[config.mk]
export PLATFORM = sky130hd
export DESIGN_NAME = dtpb_front_flat
export DESIGN_NICKNAME = d
export VERILOG_FILES = /design/src/rtl/core/dtpb_pkg.sv /design/src/rtl/core/dtpb_pixel_if.sv /design/src/rtl/core/dtpb_front.sv /design/src/flat_wrapper.sv
export VERILOG_INCLUDE_DIRS = /design/src /design/src/rtl/core
export SDC_FILE = /design/constraint.sdc
export NUM_CORES = 1
export LEC_CHECK = 0
export BUFFER_PORTS_ARGS = -buffer_cell sky130_fd_sc_hd__buf_2
export CAP_MARGIN = 0
export CELL_PAD_IN_SITES_DETAIL_PLACEMENT = 1
export CELL_PAD_IN_SITES_GLOBAL_PLACEMENT = 1
export CORE_MARGIN = 10
export CORE_UTILIZATION = 35
export CTS_CLUSTER_SIZE = 20
export DETAILED_ROUTE_END_ITERATION = 16
export GPL_TIMING_DRIVEN = 0
export PLACE_DENSITY = 0.63
export SLEW_MARGIN = 20
export SYNTH_ARGS = -nofsm -noshare
export SYNTH_HDL_FRONTEND = slang
export SYNTH_SLANG_ARGS = --single-unit
[constraint.sdc]
create_clock -name clk -period 5.5 [get_ports clk]
set_input_delay 1.65 -clock clk [delete_from_list [all_inputs] [get_ports clk]]
set_output_delay 1.65 -clock clk [all_outputs]
set_load 0.05 [all_outputs]
[src/rtl/core/depth_tested_pixel_blend_defines.svh]
// Assertion macros shared by the pixel blend RTL.
// Used by dtpb_front and dtpb_back; expects clk and arst_n in scope.
`ifndef DEPTH_TESTED_PIXEL_BLEND_DEFINES_SVH
`define DEPTH_TESTED_PIXEL_BLEND_DEFINES_SVH

// same-cycle implication
`define DTPB_ASSERT_NOW(lbl, ante, cons, msg) \
	lbl: assert property (@(posedge clk) disable iff (!arst_n) (ante) |-> (cons)) \
		else $error(msg);

// next-cycle implication
`define DTPB_ASSERT_NEXT(lbl, ante, cons, msg) \
	lbl: assert property (@(posedge clk) disable iff (!arst_n) (ante) |=> (cons)) \
		else $error(msg);

`endif

[src/rtl/core/dtpb_pkg.sv]
// Package for the depth tested pixel blend: constants, codes, types, helpers.
// No dependencies.
package dtpb_pkg;

	localparam int unsigned COLOR_W    = 8;
	localparam int unsigned DEPTH_W    = 23;
	localparam int unsigned ZIN_W      = 24;
	localparam int unsigned RGB_W      = 3 * COLOR_W;
	localparam int unsigned OP_W       = 3;
	localparam int unsigned STATUS_W   = 2;
	localparam int unsigned FRAME_W    = 9;
	localparam int unsigned CFG_IDX_W  = 2;
	localparam int unsigned CFG_DATA_W = 23;
	localparam int unsigned QDEPTH     = 2;

	localparam logic [OP_W-1:0] OP_OPAQUE     = 3'd0;
	localparam logic [OP_W-1:0] OP_BLEND_Z    = 3'd1;
	localparam logic [OP_W-1:0] OP_BLEND_KEEP = 3'd2;
	localparam logic [OP_W-1:0] OP_READ       = 3'd3;
	localparam logic [OP_W-1:0] OP_CLEAR      = 3'd4;

	localparam logic [STATUS_W-1:0] ST_WRITTEN  = 2'd0;
	localparam logic [STATUS_W-1:0] ST_OUTSIDE  = 2'd1;
	localparam logic [STATUS_W-1:0] ST_REJECTED = 2'd2;
	localparam logic [STATUS_W-1:0] ST_DONE     = 2'd3;

	localparam logic [CFG_IDX_W-1:0] CFG_FRAME_WIDTH  = 2'd0;
	localparam logic [CFG_IDX_W-1:0] CFG_FRAME_HEIGHT = 2'd1;
	localparam logic [CFG_IDX_W-1:0] CFG_FAR_DEPTH    = 2'd2;

	localparam logic [FRAME_W-1:0] FRAME_RESET = 9'd256;
	localparam logic [DEPTH_W-1:0] FAR_RESET   = 23'd2000;
	localparam logic [COLOR_W-1:0] ALPHA_FULL  = 8'd255;

	typedef enum logic [2:0] {
		KIND_OPAQUE,
		KIND_BLEND_Z,
		KIND_BLEND_KEEP,
		KIND_READ,
		KIND_CLEAR,
		KIND_OUTSIDE
	} kind_t;

	typedef struct packed {
		kind_t              kind;
		logic               negative;
		logic [DEPTH_W-1:0] z;
		logic [COLOR_W-1:0] red;
		logic [COLOR_W-1:0] green;
		logic [COLOR_W-1:0] blue;
		logic [COLOR_W-1:0] alpha;
	} work_t;

	typedef struct packed {
		logic  valid;
		work_t item;
	} head_t;

	typedef struct packed {
		logic accept_en;
		logic pop;
	} back_status_t;

	typedef enum logic [1:0] {
		BK_SWEEP,
		BK_IDLE,
		BK_READ,
		BK_CALC
	} back_state_t;

	// exact floor(sum / 255) for sum up to 255 * 255
	function automatic logic [COLOR_W-1:0] div255(input logic [2*COLOR_W-1:0] sum);
		logic [2*COLOR_W:0] t;
		t = {1'b0, sum} + 17'(sum[2*COLOR_W-1:COLOR_W]) + 17'd1;
		return t[2*COLOR_W-1:COLOR_W];
	endfunction

endpackage

[src/rtl/core/dtpb_pixel_if.sv]
// Pixel item channel: valid/ready handshake plus fragment payload.
// Depends on dtpb_pkg for field widths.
interface dtpb_pixel_if;
	import dtpb_pkg::*;

	logic                      valid;
	logic                      ready;
	logic [OP_W-1:0]           opcode;
	logic [COLOR_W-1:0]        x_pos;
	logic [COLOR_W-1:0]        y_pos;
	logic signed [ZIN_W-1:0]   depth_value;
	logic [COLOR_W-1:0]        red;
	logic [COLOR_W-1:0]        green;
	logic [COLOR_W-1:0]        blue;
	logic [COLOR_W-1:0]        alpha;

	modport source (output valid, opcode, x_pos, y_pos, depth_value, red, green, blue, alpha,
		input ready);
	modport sink (input valid, opcode, x_pos, y_pos, depth_value, red, green, blue, alpha,
		output ready);
endinterface

[src/rtl/core/dtpb_front.sv]
// Front end: accepts pixel items, classifies them, computes the store address
// and holds them in a two-entry queue. Depends on dtpb_pkg, dtpb_pixel_if, defines.
`include "depth_tested_pixel_blend_defines.svh"

module dtpb_front #(
	parameter int unsigned MAX_WIDTH  = 256,
	parameter int unsigned MAX_HEIGHT = 256
) (
	input  logic                                       clk,
	input  logic                                       arst_n,
	dtpb_pixel_if.sink                                 pix,
	input  logic [dtpb_pkg::FRAME_W-1:0]               frame_width,
	input  logic [dtpb_pkg::FRAME_W-1:0]               frame_height,
	input  dtpb_pkg::back_status_t                     back_st,
	output dtpb_pkg::head_t                            head,
	output logic [$clog2(MAX_WIDTH*MAX_HEIGHT)-1:0]    head_addr
);
	import dtpb_pkg::*;

	localparam int unsigned AW  = $clog2(MAX_WIDTH * MAX_HEIGHT);
	localparam int unsigned PW  = $clog2(QDEPTH);
	localparam int unsigned CW  = $clog2(QDEPTH + 1);

	work_t         cls;
	logic [AW-1:0] cls_addr;
	logic          outside;
	logic          push;
	logic          pop;

	work_t         item_q [QDEPTH];
	logic [AW-1:0] addr_q [QDEPTH];
	logic [PW-1:0] wr_ptr_q;
	logic [PW-1:0] rd_ptr_q;
	logic [CW-1:0] count_q;

	always_comb begin
		outside = ({1'b0, pix.x_pos} >= frame_width) || (32'(pix.x_pos) >= MAX_WIDTH)
			|| ({1'b0, pix.y_pos} >= frame_height) || (32'(pix.y_pos) >= MAX_HEIGHT);
		cls.negative = pix.depth_value[ZIN_W-1];
		cls.z        = pix.depth_value[DEPTH_W-1:0];
		cls.red      = pix.red;
		cls.green    = pix.green;
		cls.blue     = pix.blue;
		cls.alpha    = pix.alpha;
		if (pix.opcode == OP_CLEAR) begin
			cls.kind = KIND_CLEAR;
		end else if (outside) begin
			cls.kind = KIND_OUTSIDE;
		end else begin
			case (pix.opcode)
				OP_OPAQUE:     cls.kind = KIND_OPAQUE;
				OP_BLEND_Z:    cls.kind = KIND_BLEND_Z;
				OP_BLEND_KEEP: cls.kind = (pix.alpha == ALPHA_FULL) ? KIND_BLEND_Z
					: KIND_BLEND_KEEP;
				OP_READ:       cls.kind = KIND_READ;
				default:       cls.kind = KIND_READ;
			endcase
		end
		cls_addr = AW'(32'(pix.y_pos) * MAX_WIDTH + 32'(pix.x_pos));
	end

	assign pix.ready = back_st.accept_en && (count_q != CW'(QDEPTH));
	assign push      = pix.valid && pix.ready;
	assign pop       = back_st.pop;

	always_ff @(posedge clk) begin
		if (push) begin
			item_q[wr_ptr_q] <= cls;
			addr_q[wr_ptr_q] <= cls_addr;
		end
	end

	always_ff @(posedge clk or negedge arst_n) begin
		if (!arst_n) begin
			wr_ptr_q <= '0;
			rd_ptr_q <= '0;
			count_q  <= '0;
		end else begin
			if (push) begin
				wr_ptr_q <= (wr_ptr_q == PW'(QDEPTH - 1)) ? '0 : wr_ptr_q + PW'(1);
			end
			if (pop) begin
				rd_ptr_q <= (rd_ptr_q == PW'(QDEPTH - 1)) ? '0 : rd_ptr_q + PW'(1);
			end
			if (push && !pop) begin
				count_q <= count_q + CW'(1);
			end else if (pop && !push) begin
				count_q <= count_q - CW'(1);
			end
		end
	end

	assign head.valid = (count_q != '0);
	assign head.item  = item_q[rd_ptr_q];
	assign head_addr  = addr_q[rd_ptr_q];

	`DTPB_ASSERT_NOW(a_pop_not_empty, pop, count_q != '0, "pop from empty queue")
	`DTPB_ASSERT_NOW(a_count_bound, 1'b1, count_q <= CW'(QDEPTH), "queue count overrun")
	`DTPB_ASSERT_NEXT(a_count_up, push && !pop, count_q == $past(count_q) + CW'(1),
		"queue count missed a push")
endmodule

[src/flat_wrapper.sv]
// flat-port wrapper written by rule: the top's interface ports become plain ports
module dtpb_front_flat import dtpb_pkg::*;
#(
	parameter int unsigned MAX_WIDTH  = 256,
	parameter int unsigned MAX_HEIGHT = 256
)
  (clk, arst_n, frame_width, frame_height, back_st, head, head_addr, pix_valid, pix_opcode, pix_x_pos, pix_y_pos, pix_depth_value, pix_red, pix_green, pix_blue, pix_alpha, pix_ready);
  dtpb_pixel_if pix_i ();
  input  logic clk;
  input  logic arst_n;
  input  logic [dtpb_pkg::FRAME_W-1:0] frame_width;
  input  logic [dtpb_pkg::FRAME_W-1:0] frame_height;
  input  dtpb_pkg::back_status_t back_st;
  output dtpb_pkg::head_t head;
  output logic [$clog2(MAX_WIDTH*MAX_HEIGHT)-1:0] head_addr;
  input wire logic [$bits(pix_i.valid)-1:0] pix_valid;
  input wire logic [$bits(pix_i.opcode)-1:0] pix_opcode;
  input wire logic [$bits(pix_i.x_pos)-1:0] pix_x_pos;
  input wire logic [$bits(pix_i.y_pos)-1:0] pix_y_pos;
  input wire logic [$bits(pix_i.depth_value)-1:0] pix_depth_value;
  input wire logic [$bits(pix_i.red)-1:0] pix_red;
  input wire logic [$bits(pix_i.green)-1:0] pix_green;
  input wire logic [$bits(pix_i.blue)-1:0] pix_blue;
  input wire logic [$bits(pix_i.alpha)-1:0] pix_alpha;
  output wire logic [$bits(pix_i.ready)-1:0] pix_ready;
  assign pix_i.valid = pix_valid;
  assign pix_i.opcode = pix_opcode;
  assign pix_i.x_pos = pix_x_pos;
  assign pix_i.y_pos = pix_y_pos;
  assign pix_i.depth_value = pix_depth_value;
  assign pix_i.red = pix_red;
  assign pix_i.green = pix_green;
  assign pix_i.blue = pix_blue;
  assign pix_i.alpha = pix_alpha;
  assign pix_ready = pix_i.ready;
  dtpb_front #(.MAX_WIDTH(MAX_WIDTH), .MAX_HEIGHT(MAX_HEIGHT)) u_core (.clk(clk), .arst_n(arst_n), .pix(pix_i), .frame_width(frame_width), .frame_height(frame_height), .back_st(back_st), .head(head), .head_addr(head_addr));
endmodule
**Yosys cells after proc, flatten, opt, wreduce, memory -nomap -nowiden**

Memory sizes are Yosys's and may differ from the RTL's.
Cells that the tools add are included.

- Memory bits (writable): 150
- Memories kept: 2
- Word-level logic and storage cells: 37
- Bits of input ports: 98
- Bits in registers: 4
- Output and inout port bits: 77

Memory list:

| name | depth | bits a word | read ports | clocked after Yosys merged registers in | write ports | RTL line | source |
|---|---|---|---|---|---|---|---|
| u_core.item_q | 2 | 59 | 1 | 0 | 1 | dtpb_front.sv:30 | `work_t item_q [QDEPTH];` |
| u_core.addr_q | 2 | 16 | 1 | 0 | 1 | dtpb_front.sv:31 | `logic [AW-1:0] addr_q [QDEPTH];` |

- Add/subtract/negate cells: 5
- Eq/ne operators: 5
- Order comparisons: 2
- Reduce and logical (&&, ||, !) cells: 10
- Mux-type cells: 10

Operators by type and width:

| operator | count |
|---|---|
| greater-or-equal comparator 8 x 9 -> 1 bit | 2 |
| adder 16 x 8 -> 16 bit | 1 |
| case mux 3 bit (3 select lines) | 1 |
| equality test 8 bit, second input constant | 1 |
| two-way mux 2 bit | 3 |
| two-way mux 3 bit | 2 |
| logical AND 1 bit | 4 |
| two-way mux 1 bit | 4 |
| nonzero test 2 bit | 2 |
| equality test 3 x 1 -> 1 bit, second input constant | 1 |
| equality test 3 x 2 -> 1 bit, second input constant | 1 |
| equality test 3 bit, second input constant | 1 |
| zero test 3 bit | 1 |
| adder 1 bit, second input constant | 2 |
| adder 2 x 1 -> 2 bit, second input constant | 1 |
| zero test 1 bit | 2 |
| inequality test 2 bit, second input constant | 1 |
| subtractor 2 x 1 -> 2 bit, second input constant | 1 |
| logical OR 1 bit | 1 |

**Longest topological paths before layout**

Gate-level depths: netlist (run 1).

- Depth after elaboration: 7
- Gate-level depth with buffers: 8
- Mapped depth without buffers: 8

**Least setup slack after synthesis (run 1)**

OpenSTA, ideal clock, no wires.

- Kind: input to register
- From: in back_st[1] (netlist bit)
- To: mem u_core.addr_q[0][0] (netlist bit) (enable)
- Stages: 3
- Arrival: 6.374 ns
- Slack: -1.383 ns
- Cell sequence: a21boi_0 > nand2_1 > nor2_1

- Cells in the longest elaborated chain, start to end: 4

Ends and longest elaborated chain:

| what | RTL line | source |
|---|---|---|
| start: declaration | flat_wrapper.sv:13 | `input dtpb_pkg::back_status_t back_st;` |
| logical AND 1 bit | dtpb_front.sv:62 | `assign pix.ready = back_st.accept_en && (count_q != CW'(QDEPTH));` |
| logical AND 1 bit | dtpb_front.sv:63 | `assign push = pix.valid && pix.ready;` |
| two-way mux 1 bit | dtpb_front.sv:67 | `if (push) begin` |
| two-way mux 1 bit (not written as such) | dtpb_front.sv:69 | `addr_q[wr_ptr_q] <= cls_addr;` |
| end: declaration | dtpb_front.sv:31 |  |

No other way between the ends.

**Final worst setup path (run 1)**

- From: in back_st[1] (netlist bit)
- To: out pix_ready

- Cells in the longest elaborated chain, start to end: 1

Ends and longest elaborated chain:

| what | RTL line | source |
|---|---|---|
| logical AND 1 bit | dtpb_front.sv:62 |  |
| end: declaration | flat_wrapper.sv:25 | `output wire logic [$bits(pix_i.ready)-1:0] pix_ready;` |

No other way between the ends.

==> out/summary.txt, run 1 <==
Status = completed
Placed inst area = 7330 um^2
Routed vias/inst = 4.57
P_int = 2.68 mW
Dpl cells = 719
Area delta synth->final = 30.8%
Syn_nets = 431
Sw Pwr = 1.63 mW
Worst flop-to-flop path endpoint = u_core.item_q[0][44]
PostCTS Resize Cnt = 0
Routability cong. = 0.708
Yosys reg bits = 154
Ys async rst share = 2.60%
MaxCap Viol Count = 0
CTS buffer count = 17
Logic pwr share = 37.2%
Main flop type after synthesis = edfxtp_1
Worst endpoint required time = 3.85 ns
Sequential fraction of design power = 35.0%
Fin crit period = 4.04 ns
DR pass1 iterations = 6
Largest net degree at the start of global routing = 50
Final hold viol count = 0
P per Cell Area = 542 nW/um^2
Worst clock skew = 0.00747 ns
Clock sink count = 154
Clock transition at path regs = 0.06 ns
RSZ-0062 raised after global routing = false
Cts hold-fix bufs = 0
Core ar. = 17200 um^2
Actual slew at the worst max-slew pin = 0.427 ns
RR Startpoint = u_core.count_q[0]
VDD IR max = 0.223 mV
CTS max path bufs = 2
Synth top area share = 74.2%
Share of layout cells above drive strength 1 = 56.0%
Total chip power = 4.31 mW
Final Core Density = 46.2%
Slew Viols, Final = 0
Hold Path Origin = u_core.count_q[1]
Pre-CTS setup slack = 1.46 ns
Critical path peak fanout = 3
Non-Filler Instances = 752
Syn Std Cell Area = 6070 um^2
DIE AREA = 23000 um^2
Worst Setup Start Kind = primary input
Setup slack after layout = 1.46 ns
Clk pwr share = 27.8%
Period utilisation layout = 73.5%
Htree depth = 4
Switching Share = 37.9%
Min-delay worst type = reg2reg
Worst reg-to-reg path cell count = 6
Slew HR = 71.6%
Final setup viols = 0
Setup Fix Bufs, Post-CTS = 0
Cell accounting for the most synthesized area = edfxtp_1
Yosys warns = 0
GRT Total Usage = 12.4%
Seq/Total Area, Yosys = 75.8%
P_leak = 3.09 nW
Overflow after GRT = 0
Max frequency = 248 MHz
Mean area per synthesized cell = 19.2 um^2
Iter 0 DRT Violations = 128
Fin area = 7940 um^2
Final nets = 628
Antenna violations before repair = 3
Later-pin clock latency in the skew report = 0.41 ns
Dominant cells by area after synthesis = edfxtp_1 (74%), mux2_2 (14%), ha_1 (3.5%), dfrtp_1 (1.6%), inv_1 (1.2%)
Routed vias = 3440
WL final = 14.3 mm
DRC = 0
Hold Crit Depth = 1
Number of global-route vias before repair = 3876
Initial Utilization = 35.4%
Worst hold endpoint = u_core.count_q[1]
Post-Synthesis Cells = 316
Worst Setup Path Type = in2out
Critical Path AT = 2.39 ns
Dpl hpwl = 10.7 mm
Clk root buf = clkbuf_16
Post-synth EDFFs = 150
Die height = 152 um
Row cnt = 48
Setup crit end kind = output pin
Fin Setup TNS = 0 ns
Width of the die = 152 um
I/O Pins = 175
Unique masters post-synth = 32
IO Port Bufs = 174
Final hold slack = 0.509 ns
First-pass GRT wire length = 21.4 mm
Flop2flop setup slack = 3.44 ns
TritonCTS clock tree = yes
Avg WL per Cell = 19.0 um
Antenna viol nets, final = 0
==> final cells by class <==
| cell class | instances | area (um^2) |
|---|---|---|
| fill | 1725 | 9230 |
| sequential | 154 | 4600 |
| multi-input combinational | 134 | 1370 |
| timing repair buffer | 178 | 966 |
| clock buffer | 18 | 429 |
| tap | 225 | 282 |
| clock inverter | 13 | 176 |
| inverter | 20 | 75.1 |
| buffer | 8 | 40.0 |
| antenna | 2 | 5.00 |
==> power by group through the flow <==
| stage | sequential, mW | combinational (mW) | clock, mW |
|---|---|---|---|
| after floorplan | 1.52 | 1.22 | 0 |
| after global placement | 1.54 | 1.59 | 0 |
| after detailed placement | 1.53 | 1.63 | 0 |
| after CTS | 1.51 | 1.64 | 1.23 |
| after global routing | 1.52 | 1.70 | 1.28 |
| final | 1.51 | 1.60 | 1.20 |
==> worst max path at each step <==
stage | startpoint | endpoint | slack, ns | cells past startpoint
6_report | back_st[1] | pix_ready | 1.46 | 3
5_1_grt | back_st[1] | pix_ready | 1.36 | 3
4_1_cts | back_st[1] | pix_ready | 1.45 | 3
3_5_place_dp | back_st[1] | pix_ready | 1.46 | 3
3_3_place_gp | back_st[1] | u_core.item_q[1][47] | 0.16 | 3
2_1_floorplan | back_st[1] | u_core.addr_q[1][0] | 0.21 | 2
==> cell usage after synthesis (all sizes together) (2+ instances only) <==
cell type and n:
nand2 2, a211oi 2, nand3 2, nand4 3
inv 20, nor2 5, edfxtp 150, dfrtp 4
nor2b 2, mux2 75, ha 17, xnor2 2
nand2b 3, xor2 3, a21oi 3, buf 8
a21boi 2
==> sequential cells by signal (all words and copies together), names as in the netlist <==
name	cells
u_core.count_q	2
u_core.wr_ptr_q	1
u_core.addr_q	32
u_core.rd_ptr_q	1
u_core.item_q	118
==> cells by family after synthesis <==
kind of cell	share of synthesized area [%]
DFF	75.8
muxes	13.9
buffers and inverters	1.90
and+or+nand+nor	1.90
AOI/OAI and AO/OA	2.25
adders and majority gates	3.50
xor gates and xnor gates	0.721
==> per-layer routing <==
metal	vias to the layer above	wire length (um)	track usage (%)	share of wire, %
li1	1621	-	-	-
met1	1686	5810	14.1	41
met2	114	7060	20.4	50
met3	15	1220	5.97	8.6
met4	4	130	3.43	0.91
met5	-	34	0	0.24
==> worst max-delay path: stages <==
cell,delay (ns)
buf_2,0.07
a21boi_0,0.32
buf_2,0.34
==> cell usage in the layout, fill, tap and decap left out, types with 3 or more instances in the layout <==
cell type,n
dfrtp_1,4
nand4_1,3
inv_1,20
ha_1,17
buf_2,182
xor2_1,3
edfxtp_1,150
clkinvlp_4,4
mux2_2,75
bufinv_16,4
nor2_1,4
a21oi_1,3
clkbuf_16,17
Power figures use the tool's default switching activity.
==> run 2: changes to the inputs <==
Settings changed: PLACE_DENSITY 0.63 to 0.65.
Clock period 5.5 ns to 3.28 ns, I/O delays scaled along.
==> out/summary.txt, run 2 (synthesized netlist as in run 1, its figures left out) <==
Status = completed
Antenna viol nets, final = 0 (unchanged)
Final hold viol count = 0 (unchanged)
Crit path cell chain = buf_2 -> buf_2 -> mux2_2 -> buf_2
Logic pwr share = 37.7% (+0.5 points)
# fillers = 1737 (+0.70%)
Clock sink count = 154 (unchanged)
I/O Pins = 175 (unchanged)
Final nets = 628 (unchanged)
Clk pwr share = 26.9% (-0.9 points)
Number of global-route vias before repair = 3941 (+1.7%)
DR pass1 iterations = 4 (-2)
Met1 Usage GRT = 14.0% (-0.043 points)
Cts hold-fix bufs = 0 (unchanged)
RSZ-0062 raised after global routing = false
Slew HR = 68.5% (-3.1 points)
VDD IR max = 0.366 mV (+64%)
Total chip power = 7.13 mW (+66%)
Setup Fix Bufs, Post-CTS = 0 (unchanged)
Sw Pwr = 2.78 mW (+70%)
Flop2flop setup slack = 1.41 ns (-2.03 ns)
PostCTS Resize Cnt = 0 (unchanged)
Flip-flop count of the largest register after layout = 118 (unchanged)
Most frequent cells in the layout = buf_2 (182), edfxtp_1 (150), mux2_2 (75), inv_1 (20)
M3 GR Usage = 4.40% (-1.6 points)
Antenna violations before repair = 0 (-3)
Most used cell, CP = buf_2
Setup crit start = u_core.rd_ptr_q
P per Cell Area = 900 nW/um^2 (+66%)
Max frequency = 336 MHz
DRC = 0 (unchanged)
Actual slew at the worst max-slew pin = 0.472 ns (+0.0458 ns)
GRT Total Usage = 12.3% (-0.065 points)
Row cnt = 48 (unchanged)
CTS max path bufs = 2 (unchanged)
Routed vias = 3454 (+0.41%)
Critical Path AT = 1.99 ns (-0.40 ns)
Width of the die = 152 um (unchanged)
Core ar. = 17200 um^2 (unchanged)
Largest net degree at the start of global routing = 47 (-6.0%)
Worst flop-to-flop path endpoint = u_core.item_q[1][21]
Critical path peak fanout = 10 (+7)
Largest Register = u_core.item_q
FF+latch area = 4600 um^2 (unchanged)
CTS buffer count = 17 (unchanged)
Final setup viols = 0 (unchanged)
Final hold slack = 0.364 ns (-0.145 ns)
Dpl hpwl = 10.6 mm (-0.83%)
Biggest regs = u_core.item_q: 118 flops, u_core.addr_q: 32 flops, u_core.count_q: 2 flops
P_leak = 3.09 nW (about the same)
Crit-path slowest cell = dfrtp_1
Worst clock skew = 0.00747 ns (+0.00000466 ns)
Multi-input logic area = 1380 um^2 (+0.82%)
Gr busiest metal = met2
Min-delay worst type = in2async
TritonCTS clock tree = yes
Setup crit end kind = output pin
Most common cell after layout, fill and taps aside = buf_2
First-pass GRT wire length = 21.4 mm (+0.29%)
Final Core Density = 46.1% (-0.10 points)
Worst reg-to-reg path cell count = 4 (-2)
Max incr delay on CP = 0.39 ns (+0.05 ns)
Htree depth = 4 (unchanged)
P_int = 4.36 mW (+63%)
Worst endpoint required time = 2.30 ns (-1.55 ns)
RR Startpoint = u_core.count_q[0]
IO Port Bufs = 174 (unchanged)
Ant diodes = 0 (-2)
MaxCap Viol Count = 0 (unchanged)
Fin crit period = 2.98 ns
Avg WL per Cell = 18.7 um (-1.4%)
Fin area = 7930 um^2 (-0.22%)
Iter 0 DRT Violations = 112 (-13%)
Share of layout cells above drive strength 1 = 56.7% (+0.65 points)
DIE AREA = 23000 um^2 (unchanged)
Placed inst area = 7340 um^2 (about the same)
WL final = 14.0 mm (-1.5%)
Area delta synth->final = 30.5%
Die height = 152 um (unchanged)
Sequential fraction of design power = 35.4% (+0.4 points)
Switching Share = 38.9% (+1.0 points)
Clock transition at path regs = 0.06 ns (about the same)
Worst Setup Path Type = reg2out
Initial Utilization = 35.4% (unchanged)
Clk root buf = clkbuf_16
Period utilisation layout = 90.8%
Overflow after GRT = 0 (unchanged)
Routability cong. = 0.736 (+4.1%)
Slew Viols, Final = 0 (unchanged)
Met2 Track Usage GR = 20.5% (+0.087 points)
Worst Setup Start Kind = register
Routed vias/inst = 4.60 (+0.54%)
Later-pin clock latency in the skew report = 0.41 ns (about the same)
run 2: changes by cell type in the layout (fill, tap and decap cells not counted), moves of 2 or more:
cell and change:
bufinv_16 -2, inv_6 +2, clkinv_4 +4, diode_2 -2
run 2: critical path: cells and delay by family (launching register included):
family | cells | cell delay (ns)
DFF | 1 | 0.39
muxes | 1 | 0.38
buffers and inverters | 3 | 0.80
run 2: final cells by class:
class | instances | area share [%]
multi-input combinational | 134 | 17.4
buffer | 8 | 0.505
inverter | 20 | 0.947
clock inverter | 15 | 2.07
tap | 225 | 3.55
clock buffer | 17 | 5.37
timing repair buffer | 178 | 12.1
sequential | 154 | 58.1
run 2: how the worst max path moves through the flow:
stage	endpoint	slack, ns	depth (start not counted)
6_report	head_addr[5]	0.30	4
5_1_grt	head[56]	0.12	4
4_1_cts	head[56]	0.20	4
3_5_place_dp	u_core.item_q[0][56]	0.59	7
3_3_place_gp	u_core.item_q[0][16]	-0.33	4
2_1_floorplan	u_core.addr_q[0][0]	0.13	3
run 2: power by group through the flow:
stage                     Sequential (mW)  Combinational (mW)  Clock (mW)
after global routing                 2.55                2.85        2.06
after floorplan                      2.55                2.06           0
after CTS                            2.53                2.75        1.98
after detailed placement             2.57                2.73           0
after global placement               2.57                2.67           0
final                                2.53                2.69        1.92
run 2: stage by stage:
stage | setup TNS [ns] | setup WS, ns | instances
3_3_place_gp | -23.97 | -0.328 | 715
5_1_grt | 0 | 0.122 | 751
2_1_floorplan | 0 | 0.132 | 316
4_1_cts | 0 | 0.197 | 751
6_report | 0 | 0.303 | 751
3_5_place_dp | 0 | 0.588 | 719
run 2: per-layer routing:
layer	up-vias	share of wire (%)
li1	1619	-
met1	1705	41
met2	116	50
met3	14	7.8
met4	0	1.5
met5	-	0
==> run 3: changes to the inputs <==
Settings changed: CORE_MARGIN 10 to not set, MAX_ROUTING_LAYER set to met4.
==> out/summary.txt, run 3 (synthesized netlist as in run 1, its figures left out) <==
Later-pin clock latency in the skew report = 0.41 ns (about the same)
Routed vias/inst = 4.65 (+1.2%)
Setup crit end = head[34]
Most common cell after layout, fill and taps aside = buf_2
Routability cong. = 0.711 (-3.4%)
Dpl cells = 714 (-0.70%)
Share of layout cells above drive strength 1 = 55.8% (-0.84 points)
Avg WL per Cell = 16.8 um (-10%)
Worst clock skew = 0.00819 ns (+0.000716 ns)
Setup slack after layout = 0.282 ns (-0.0205 ns)
RSZ-0062 raised after global routing = false
Clock transition at path regs = 0.06 ns (about the same)
TritonCTS clock tree = yes
Largest net degree at the start of global routing = 47 (unchanged)
Final nets = 628 (unchanged)
Flip-flop count of the largest register after layout = 118 (unchanged)
Area delta synth->final = 29.6%
Actual slew at the worst max-slew pin = 0.482 ns (+0.00992 ns)
Width of the die = 134 um (-12%)
Biggest regs = u_core.item_q: 118 flops, u_core.addr_q: 32 flops, u_core.count_q: 2 flops
Flop2flop setup slack = 1.28 ns (-0.13 ns)
Max frequency = 334 MHz (-0.68%)
Antenna violations before repair = 0 (unchanged)
DRC = 0 (unchanged)
Worst Setup Path Type = reg2out
I/O Pins = 175 (unchanged)
Clk root buf = clkbuf_16
MaxCap Viol Count = 0 (unchanged)
Most frequent cells in the layout = buf_2 (182), edfxtp_1 (150), mux2_2 (75), inv_1 (20)
Routed vias = 3466 (+0.35%)
First-pass GRT wire length = 19.8 mm (-7.8%)
IO Port Bufs = 174 (unchanged)
Final hold slack = 0.364 ns (-0.0000390 ns)
Worst flop-to-flop path endpoint = u_core.item_q[0][44]
Worst Setup Start Kind = register
Worst reg-to-reg path cell count = 6 (+2)
Clock sink count = 154 (unchanged)
PostCTS Resize Cnt = 0 (unchanged)
P per Cell Area = 884 nW/um^2 (-1.7%)
Cts hold-fix bufs = 0 (unchanged)
P_leak = 3.06 nW (-0.79%)
Slew Viols, Final = 0 (unchanged)
Pre-CTS setup slack = 0.568 ns (-0.0193 ns)
Fin crit period = 3.00 ns (+0.0205 ns)
WL final = 12.5 mm (-11%)
Dpl hpwl = 9.00 mm (-15%)
Initial Utilization = 36.2% (+0.88 points)
# fillers = 1704 (-1.9%)
Iter 0 DRT Violations = 164 (+46%)
FF+latch area = 4600 um^2 (unchanged)
Core ar. = 16800 um^2 (-2.4%)
Htree depth = 4 (unchanged)
DIE AREA = 17900 um^2 (-22%)
VDD IR max = 0.355 mV (-3.0%)
Multi-input logic area = 1380 um^2 (unchanged)
Antenna viol nets, final = 0 (unchanged)
Number of global-route vias before repair = 3782 (-4.0%)
CTS max path bufs = 2 (unchanged)
Non-Filler Instances = 745 (-0.80%)
Die height = 134 um (-12%)
GRT Total Usage = 15.2% (+2.9 points)
Period utilisation layout = 91.4% (+0.63 points)
Status = completed
Min-delay worst type = in2async
Critical Path AT = 2.01 ns (+0.02 ns)
Slew HR = 67.8% (-0.66 points)
Overflow after GRT = 0 (unchanged)
Row cnt = 47 (-2.1%)
Largest Register = u_core.item_q
Critical path peak fanout = 10 (unchanged)
Setup Fix Bufs, Post-CTS = 0 (unchanged)
RR Startpoint = u_core.count_q[0]
Final hold viol count = 0 (unchanged)
Ant diodes = 0 (unchanged)
CTS buffer count = 17 (unchanged)
Setup crit end kind = output pin
Setup crit start = u_core.rd_ptr_q
Final setup viols = 0 (unchanged)
Total chip power = 6.96 mW (-2.4%)
DR pass1 iterations = 6 (+2)
Worst endpoint required time = 2.30 ns (about the same)
run 3: cell types whose count changed in the layout (fill, tap and decap cells not counted), sizes merged:
cell / previous run / this run
clkinv: 6 / 8
bufinv: 2 / 1
clkbuf: 17 / 18
inv: 24 / 21
run 3: worst min path at each step:
| stage | slack (ns) | depth (start not counted) | start | endpoint |
|---|---|---|---|---|
| global placement | 0.52 | 1 | u_core.count_q[0] | u_core.count_q[0] |
| CTS | 0.34 | 1 | arst_n | u_core.count_q[0] |
| detailed placement | 0.54 | 1 | u_core.count_q[0] | u_core.count_q[0] |
| finish | 0.36 | 1 | arst_n | u_core.count_q[0] |
| floorplan | 0.50 | 1 | u_core.count_q[0] | u_core.count_q[0] |
| global route | 0.35 | 1 | arst_n | u_core.count_q[0] |
run 3: critical path, stage by stage (launching register included):
cell	delay (ns)
dfrtp_1	0.40
buf_2	0.29
buf_2	0.32
mux2_2	0.37
buf_2	0.21
run 3: final cells by class:
type	count	share of cell area [%]
well taps	220	3.50
clock buffers	18	5.45
clock inverters	13	1.32
flip-flops and latches	154	58.5
repair buffers	178	12.3
inverters	20	0.954
plain buffers	8	0.509
multi-input cells	134	17.5
run 3: metrics by stage:
step	area (um^2)	util (%)	TNS [ns]
3_3_place_gp	7240	43.2	-28.18
2_1_floorplan	6090	-	0
6_report	7870	47.0	0
4_1_cts	7870	47.0	0
3_5_place_dp	7340	43.8	0
5_1_grt	7870	47.0	0
run 3: layer usage:
layer	wire [um]	up-vias	GRT usage, %
li1	-	1622	-
met4	113	0	5.18
met1	5470	1715	17.9
met5	0	-	-
met2	6230	118	24.7
met3	725	11	4.45
run 3: where the power goes:
part	leakage, nW	total, mW	switching (mW)	internal, mW
Combinational	1.39	2.66	1.89	0.777
Sequential	1.42	2.53	0.0772	2.45
Clock	0.252	1.77	0.740	1.03
Total	3.06	6.96	2.70	4.26
